**config.mk**
```make
export PLATFORM = sky130hd
export DESIGN_NAME = arh_div
export DESIGN_NICKNAME = d
export VERILOG_FILES = /design/src/hdl/arh_pkg.sv /design/src/hdl/arh_div.sv
export SDC_FILE = /design/constraint.sdc
export NUM_CORES = 1
export LEC_CHECK = 0
export ABC_AREA = 1
export BUFFER_PORTS_ARGS = -buffer_cell sky130_fd_sc_hd__buf_2
export CELL_PAD_IN_SITES_DETAIL_PLACEMENT = 0
export CELL_PAD_IN_SITES_GLOBAL_PLACEMENT = 1
export CORE_AREA = 5 5 140 142
export DETAILED_ROUTE_END_ITERATION = 8
export DIE_AREA = 0 0 145 147
export PLACE_DENSITY = 0.84
export SLEW_MARGIN = 20
export SYNTH_ARGS = -nofsm -noshare
export SYNTH_HDL_FRONTEND = slang
export SYNTH_SLANG_ARGS = --single-unit
```
**constraint.sdc**
```tcl
create_clock -name clk -period 3.1 [get_ports clk]
set_input_delay 0.31 -clock clk [delete_from_list [all_inputs] [get_ports clk]]
set_output_delay 0.31 -clock clk [all_outputs]
set_load 0.01 [all_outputs]
```
**src/hdl/arh_pkg.sv**
```systemverilog
// Package with shared types, constants and sizes of the auto-ranging histogram.
package arh_pkg;

  localparam int MaxSamples = 4096;
  localparam int NumBins    = 256;
  localparam int AddrW      = $clog2(MaxSamples);
  localparam int CntW       = $clog2(MaxSamples + 1);
  localparam int BinW       = 13;
  localparam int BinAw      = 8;
  localparam logic [BinW-1:0] CountMax = 13'd8191;
  localparam logic [8:0] ScaleTop = 9'd254;

  typedef enum logic [1:0] {
    CMD_LOAD = 2'd0,
    CMD_READ = 2'd1,
    CMD_MAP  = 2'd2,
    CMD_NONE = 2'd3
  } cmd_t;

  typedef enum logic [1:0] {
    KIND_BUILT = 2'd0,
    KIND_READ  = 2'd1,
    KIND_MAP   = 2'd2,
    KIND_RSVD  = 2'd3
  } kind_t;

  typedef enum logic [3:0] {
    ST_INIT,
    ST_IDLE,
    ST_RANGE,
    ST_CLEAR,
    ST_BIN_RD,
    ST_BIN_DIV,
    ST_BIN_WR,
    ST_PEAK,
    ST_READ,
    ST_READ_DIV,
    ST_MAP_DIV,
    ST_OUT
  } state_t;

  // Request to and answer from the shared divider.
  typedef struct packed {
    logic        start;
    logic [40:0] num;
    logic [32:0] den;
  } div_req_t;

  typedef struct packed {
    logic        done;
    logic [40:0] quo;
  } div_rsp_t;

endpackage

```
**src/hdl/arh_div.sv**
```systemverilog
// Restoring divider, one quotient bit per cycle, for the bin scale and fractions.
module arh_div (
  input  logic              clk,
  input  logic              rst_n,
  input  arh_pkg::div_req_t req,
  output arh_pkg::div_rsp_t rsp
);

  logic [40:0] quo_r, quo_nxt;
  logic [33:0] rem_r, rem_nxt;
  logic [32:0] den_r;
  logic [5:0]  cnt_r, cnt_nxt;
  logic        busy_r, busy_nxt;
  logic        done_r, done_nxt;
  logic [33:0] trial;

  always_comb begin
    quo_nxt  = quo_r;
    rem_nxt  = rem_r;
    cnt_nxt  = cnt_r;
    busy_nxt = busy_r;
    done_nxt = 1'b0;
    trial    = {rem_r[32:0], quo_r[40]};
    if (req.start) begin
      quo_nxt  = req.num;
      rem_nxt  = '0;
      cnt_nxt  = 6'd41;
      busy_nxt = 1'b1;
    end else if (busy_r) begin
      if (trial >= {1'b0, den_r}) begin
        rem_nxt = trial - {1'b0, den_r};
        quo_nxt = {quo_r[39:0], 1'b1};
      end else begin
        rem_nxt = trial;
        quo_nxt = {quo_r[39:0], 1'b0};
      end
      cnt_nxt = cnt_r - 6'd1;
      if (cnt_r == 6'd1) begin
        busy_nxt = 1'b0;
        done_nxt = 1'b1;
      end
    end
  end

  always_ff @(posedge clk) begin
    if (!rst_n) begin
      busy_r <= 1'b0;
      done_r <= 1'b0;
      cnt_r  <= '0;
    end else begin
      busy_r <= busy_nxt;
      done_r <= done_nxt;
      cnt_r  <= cnt_nxt;
    end
    quo_r <= quo_nxt;
    rem_r <= rem_nxt;
    if (req.start) den_r <= req.den;
  end

  assign rsp.done = done_r;
  assign rsp.quo  = quo_r;

  a_done_one_cycle: assert property (@(posedge clk) disable iff (!rst_n)
    done_r |=> !done_r) else $error("divider done held");
  a_busy_count: assert property (@(posedge clk) disable iff (!rst_n)
    (busy_r && !req.start && cnt_r == 6'd1) |=> done_r) else $error("divider lost done");
  a_idle_no_done: assert property (@(posedge clk) disable iff (!rst_n)
    (!busy_r && !req.start) |=> !done_r) else $error("spurious divider done");

endmodule

```
After elaboration in Yosys (flattened, before gate mapping)

Index checks and enable logic that the tools add are counted.

RAM bits: 0
Flip-flop bits (word level): 115
Bits in read-only memories: 0
Memories kept: 0
Input bits: 77
Word-level logic and storage cells: 26
Latch bits: 0
Output and inout bits: 42

Mux-type cells: 10
Magnitude comparators: 1
Shifts and indexed selects: 0
Equal/unequal tests: 1
Add/subtract/negate cells: 2
Multipliers: 0
Div/mod/pow operators: 0
Bitwise gates (word level): 2
Reduce and logical (&&, ||, !) cells: 3

Operators by type and width:

| operator                                                           | count |
|---|---|
| 41-bit 2-to-1 mux                                                  | 2 |
| 34-bit by 33-bit >= comparator with 1-bit output                   | 1 |
| 33-bit 2-to-1 mux                                                  | 1 |
| 33-bit subtractor                                                  | 1 |
| 6-bit 2-to-1 mux                                                   | 2 |
| 6-bit by 1-bit == test with 1-bit output, second input constant    | 1 |
| 6-bit by 1-bit subtractor with 6-bit output, second input constant | 1 |
| 1-bit 2-to-1 mux                                                   | 5 |
| 3-bit OR reduction                                                 | 1 |
| 1-bit NOT                                                          | 2 |
| 2-bit nonzero test                                                 | 1 |
| 2-bit OR reduction                                                 | 1 |

Logic depth before layout (Yosys ltp)

Word-level depth: 4
Gate-level depth with buffers: 17
Gate-level depth less buffers: 17

Worst setup path after synthesis

No wires, ideal clock.

Path kind: input port to flip-flop
Start: input req[74] (netlist name)
End: register quo_r[0] (enable)
Buffers on the path: 2
Setup time: 422 ps
Cell stages on the path: 4
Data required time: 2678 ps
Setup slack: 420 ps
Arrival time: 2258 ps
Cell sequence: clkbuf_1 nor2_1 inv_1 clkbuf_1

Cells in the longest elaborated chain, start to end: 1

RTL lines:

| item                                | line          | source |
|---|---|---|
| start, declared                     | arh_div.sv:5  | `input arh_pkg::div_req_t req,` |
| 2-bit nonzero test (no source line) | --            |  |
| end signal, assigned                | arh_div.sv:55 | `quo_r <= quo_nxt;` |
| end, declared                       | arh_div.sv:9  | `logic [40:0] quo_r, quo_nxt;` |

No other way between the ends.
A chain may end at the register's enable or synchronous reset.

Worst setup path after layout

Start: register den_r[20]
End: register rem_r[17]

Cells in the longest elaborated chain, start to end: 2

RTL lines:

| item                                             | line          | source |
|---|---|---|
| start, declared                                  | arh_div.sv:11 | `logic [32:0] den_r;` |
| start signal, assigned                           | arh_div.sv:57 | `if (req.start) den_r <= req.den;` |
| 34-bit by 33-bit >= comparator with 1-bit output | arh_div.sv:30 | `if (trial >= {1'b0, den_r}) begin` |
| 33-bit 2-to-1 mux                                | arh_div.sv:30 |  |
| end signal, assigned                             | arh_div.sv:56 | `rem_r <= rem_nxt;` |
| end, declared                                    | arh_div.sv:10 | `logic [33:0] rem_r, rem_nxt;` |

No other way between the ends.

==> impl_metrics.csv <==
group,metric,value,unit
outcome,status,"completed",
worst_hold_path,cell_depth_of_the_worst_hold_path,1,
grt,grt_util_met2,30.5,%
sta,period_needed,2.47,ns
clock_tree,cts_hold_repair.buffers,0,
clock_tree,cts_tree,"yes",
clock_tree,cts_inserted_buffers,17,
worst_setup_path,timing.critical_path.slowest_stage_cell,"sky130_fd_sc_hd__edfxtp_1",
grt,grt_use_met3,5.98,%
worst_setup_path,critical_path.most_common_cell,"sky130_fd_sc_hd__nand2_1",
sta,worst_slew_pin_slew,0.893,ns
routing,wire_per_inst,14.3,µm
worst_setup_path,origin_of_the_critical_flop_to_flop_path,"den_r[20]$_DFFE_PP_",
routing,dr.first_iter.drc_count,427,
power_and_ir_drop,report.power.total,4.35,mW
synthesis,number_of_enable_type_register_cells_in_the_synthesized_netlist,74,
power_and_ir_drop,irDropWorstVdd,362,µV
routing,drc,0,
layout,syn2layout_area_growth,19.5,%
sta,timing.clock.skew,0.0120,ns
layout,layout-drive-gt1-share,14.9,%
worst_setup_path,cp_slowest_stage_delay,0.37,ns
placed_design,place.port_buffers,118,
synthesis,syn_area,0.00736,mm²
synthesis,postSynth.topFlopCell,"sky130_fd_sc_hd__edfxtp_1",
die,fp.dieW,145,µm
die,num_rows,50,
clock_tree,clkSlewWorstSetupHoldPaths,0.06,ns
clock_tree,postCtsSetupRepairBufs,0,
synthesis,syn-instance-count,1057,
layout,most_common_cell_after_layout_fill_and_taps_aside,"sky130_fd_sc_hd__nand2_1",
sta,maxClockFrequency,405,MHz
worst_setup_path,path_class,"register to register",
sta,final-hold-violation-count,0,
layout,diodes,0,
sta,layout_worst_path_cycle_share,79.7,%
grt,grt.total_usage,19.5,%
clock_tree,clkSinkCount,115,
sta,fin_setup_tns,0,ns
grt,grt_start_max_net_pins,56,
clock_tree,cts.repair.resized,0,
worst_setup_path,cp.arrival,2.82,ns
sta,max_slew_violation_total_from_the_final_report,0,
routing,vias,6698,
worst_setup_path,reg2reg_setup_slack,0.63,ns
worst_setup_path,timing.critical_path.required,3.45,ns
power_and_ir_drop,power.leakage,4.73,nW
worst_hold_path,hold_path_end,"den_r[4]$_DFFE_PP_",
flow_run,max_capacitance_violation_total,0,
sta,setup_viol,0,
placed_design,dp_hpwl,15500,µm
synthesis,synth_cell_type_count,36,
grt,global_route.peak_usage_layer,"met2",
grt,grt_antenna_before_repair,0,
clock_tree,htreeDepth,4,
routing,antenna_left,0,
placed_design,gp_congestion,0.886,
die,initial_standard_cell_utilization_of_the_core,40.2,%
worst_setup_path,crit_path_max_fanout,32,
worst_setup_path,critical_path.endpoint_type,"register",
layout,finalNetCount,1291,
worst_setup_path,crit_chain,"inv_1 -> ha_1 -> nand2_1 -> inv_1 -> nand2_1 -> nand2_1 -> nand2_1 -> nand2_1 -> nand2_1 -> nand3_2 -> nor2_4 -> nand2_4 -> nand2_1 -> nand3_1 -> o21ai_1",
worst_hold_path,type_of_the_worst_min_delay_path,"input port to register",
clock_tree,root_buffer,"sky130_fd_sc_hd__clkbuf_16",
clock_tree,insertion_delay,0.42,ns
sta,setup_repair_after_global_routing_missed_its_margin,"no",
die,die_y,147,µm
die,die_area,0.0213,mm²
synthesis,asyncSetResetFlopFracSynth,0,%
die,design.core.area,0.0183,mm²
power_and_ir_drop,power_density,495,mW/mm²
routing,detail_route.wirelength,20400,µm
synthesis,postSynthRegisterBits,115,
worst_setup_path,worstSetupStartpointType,"register",
layout,layout_common_cells,"sky130_fd_sc_hd__nand2_1 (445), sky130_fd_sc_hd__inv_1 (193), sky130_fd_sc_hd__buf_2 (118)",
sta,max_slew_margin,40.4,%
routing,vias_per_cell,4.70,
routing,drt-pass1-iter-count,5,
worst_setup_path,timing.reg2reg.worst_path_depth,15,
grt,grt_pass1_wl,33800,µm
grt,grt_overflow,0,
synthesis,synth_warn,0,
worst_setup_path,critical_path.reg2reg.endpoint,"rem_r[17]$_SDFFE_PP0P_",
synthesis,syn_avg_cell_area,6.96,µm²
die,pin_count,119,
synthesis,mappedNetlistNets,1170,
grt,first_global_vias,6670,
grt,global_route.usage.met1,26.0,%
clock_tree,clockBufferDepth,2,
worst_hold_path,worst_hold_startpoint,"req[4]",
synthesis,ys_seq_area_share,41.3,%
[cell usage after synthesis (5+ instances only)]
library cell	n	area (µm²)
sky130_fd_sc_hd__inv_1	194	728
sky130_fd_sc_hd__a21oi_1	21	105
sky130_fd_sc_hd__o21ai_1	14	70.1
sky130_fd_sc_hd__edfxtp_1	74	2220
sky130_fd_sc_hd__nand3_1	75	375
sky130_fd_sc_hd__nand3b_1	21	158
sky130_fd_sc_hd__xnor2_1	13	114
sky130_fd_sc_hd__ha_1	35	438
sky130_fd_sc_hd__nor2_1	50	188
sky130_fd_sc_hd__nor3_1	8	40.0
sky130_fd_sc_hd__clkbuf_1	13	48.8
sky130_fd_sc_hd__nor2_2	5	31.3
sky130_fd_sc_hd__nand2_1	445	1670
sky130_fd_sc_hd__dfxtp_1	41	821
sky130_fd_sc_hd__buf_2	8	40.0
[through the flow]
step	util (%)	worst slack [ns]	hold slack, ns	std cells	area, µm²
after floorplan	-	0.420	0.409	1057	7360
after global placement	44.6	0.659	0.456	1393	8180
after global routing	48.0	0.352	0.0501	1425	8800
final	48.0	0.629	0.0626	1425	8800
after CTS	48.0	0.612	0.0451	1425	8800
after detailed placement	44.6	0.634	0.460	1393	8180
[cell type report]
class	count	area [µm²]
fillers	1884	9530
multi-input cells	722	3460
flip-flops and latches	115	3040
inverters	195	732
repair buffers	127	658
clock buffers	19	475
well taps	234	293
clock inverters	13	138
[sequential cells by signal, summed over array words and instances, names as in the netlist]
name and cells:
quo_r 41, done_r 1, rem_r 33, busy_r 1, cnt_r 6, den_r 33
[metal layers]
metal	vias up	wire, µm	part of all wire, %
met2	199	8950	44
met4	0	313	1.5
met5	-	0	0
li1	3512	-	-
met1	2964	9540	47
met3	23	1600	7.9
[where the power goes]
group / total (mW) / internal, mW / switching, mW
combinational: 0.503 / 0.183 / 0.320
sequential: 1.80 / 1.75 / 0.0518
clock: 2.04 / 1.22 / 0.820
[worst max-delay path: cells and delay by family (launching register included)]
kind                     cells  cell delay, ns
AO/OA/AOI/OAI                1            0.10
adder cells (fa/ha/maj)      1            0.28
buffers and inverters        2            0.17
flip-flops                   1            0.37
AND/OR/NAND/NOR             11            1.49
[logic make-up (layout without fill, tap and decap cells)]
| family | Yosys count | after routing | synth area share (%) |
|---|---|---|---|
| simple gates | 625 | 625 | 35.6 |
| fa+ha+maj | 36 | 36 | 6.22 |
| buf+inv | 220 | 354 | 11.7 |
| xor+xnor | 15 | 15 | 1.79 |
| compound gates | 46 | 46 | 3.32 |
| flops | 115 | 115 | 41.3 |
[worst max-delay path by stage]
stage                        start  slack [ns]  depth (start not counted)                     end
2_1_floorplan              req[74]        0.42                          4      quo_r[0]$_DFFE_PP_
3_3_place_gp   den_r[20]$_DFFE_PP_        0.66                         15  rem_r[27]$_SDFFE_PP0P_
3_5_place_dp   quo_r[40]$_DFFE_PP_        0.63                         13  rem_r[21]$_SDFFE_PP0P_
4_1_cts        den_r[21]$_DFFE_PP_        0.61                         15  rem_r[17]$_SDFFE_PP0P_
5_1_grt        den_r[20]$_DFFE_PP_        0.35                         15  rem_r[13]$_SDFFE_PP0P_
6_report       den_r[20]$_DFFE_PP_        0.63                         15  rem_r[17]$_SDFFE_PP0P_
Power figures use the tool's default switching activity.
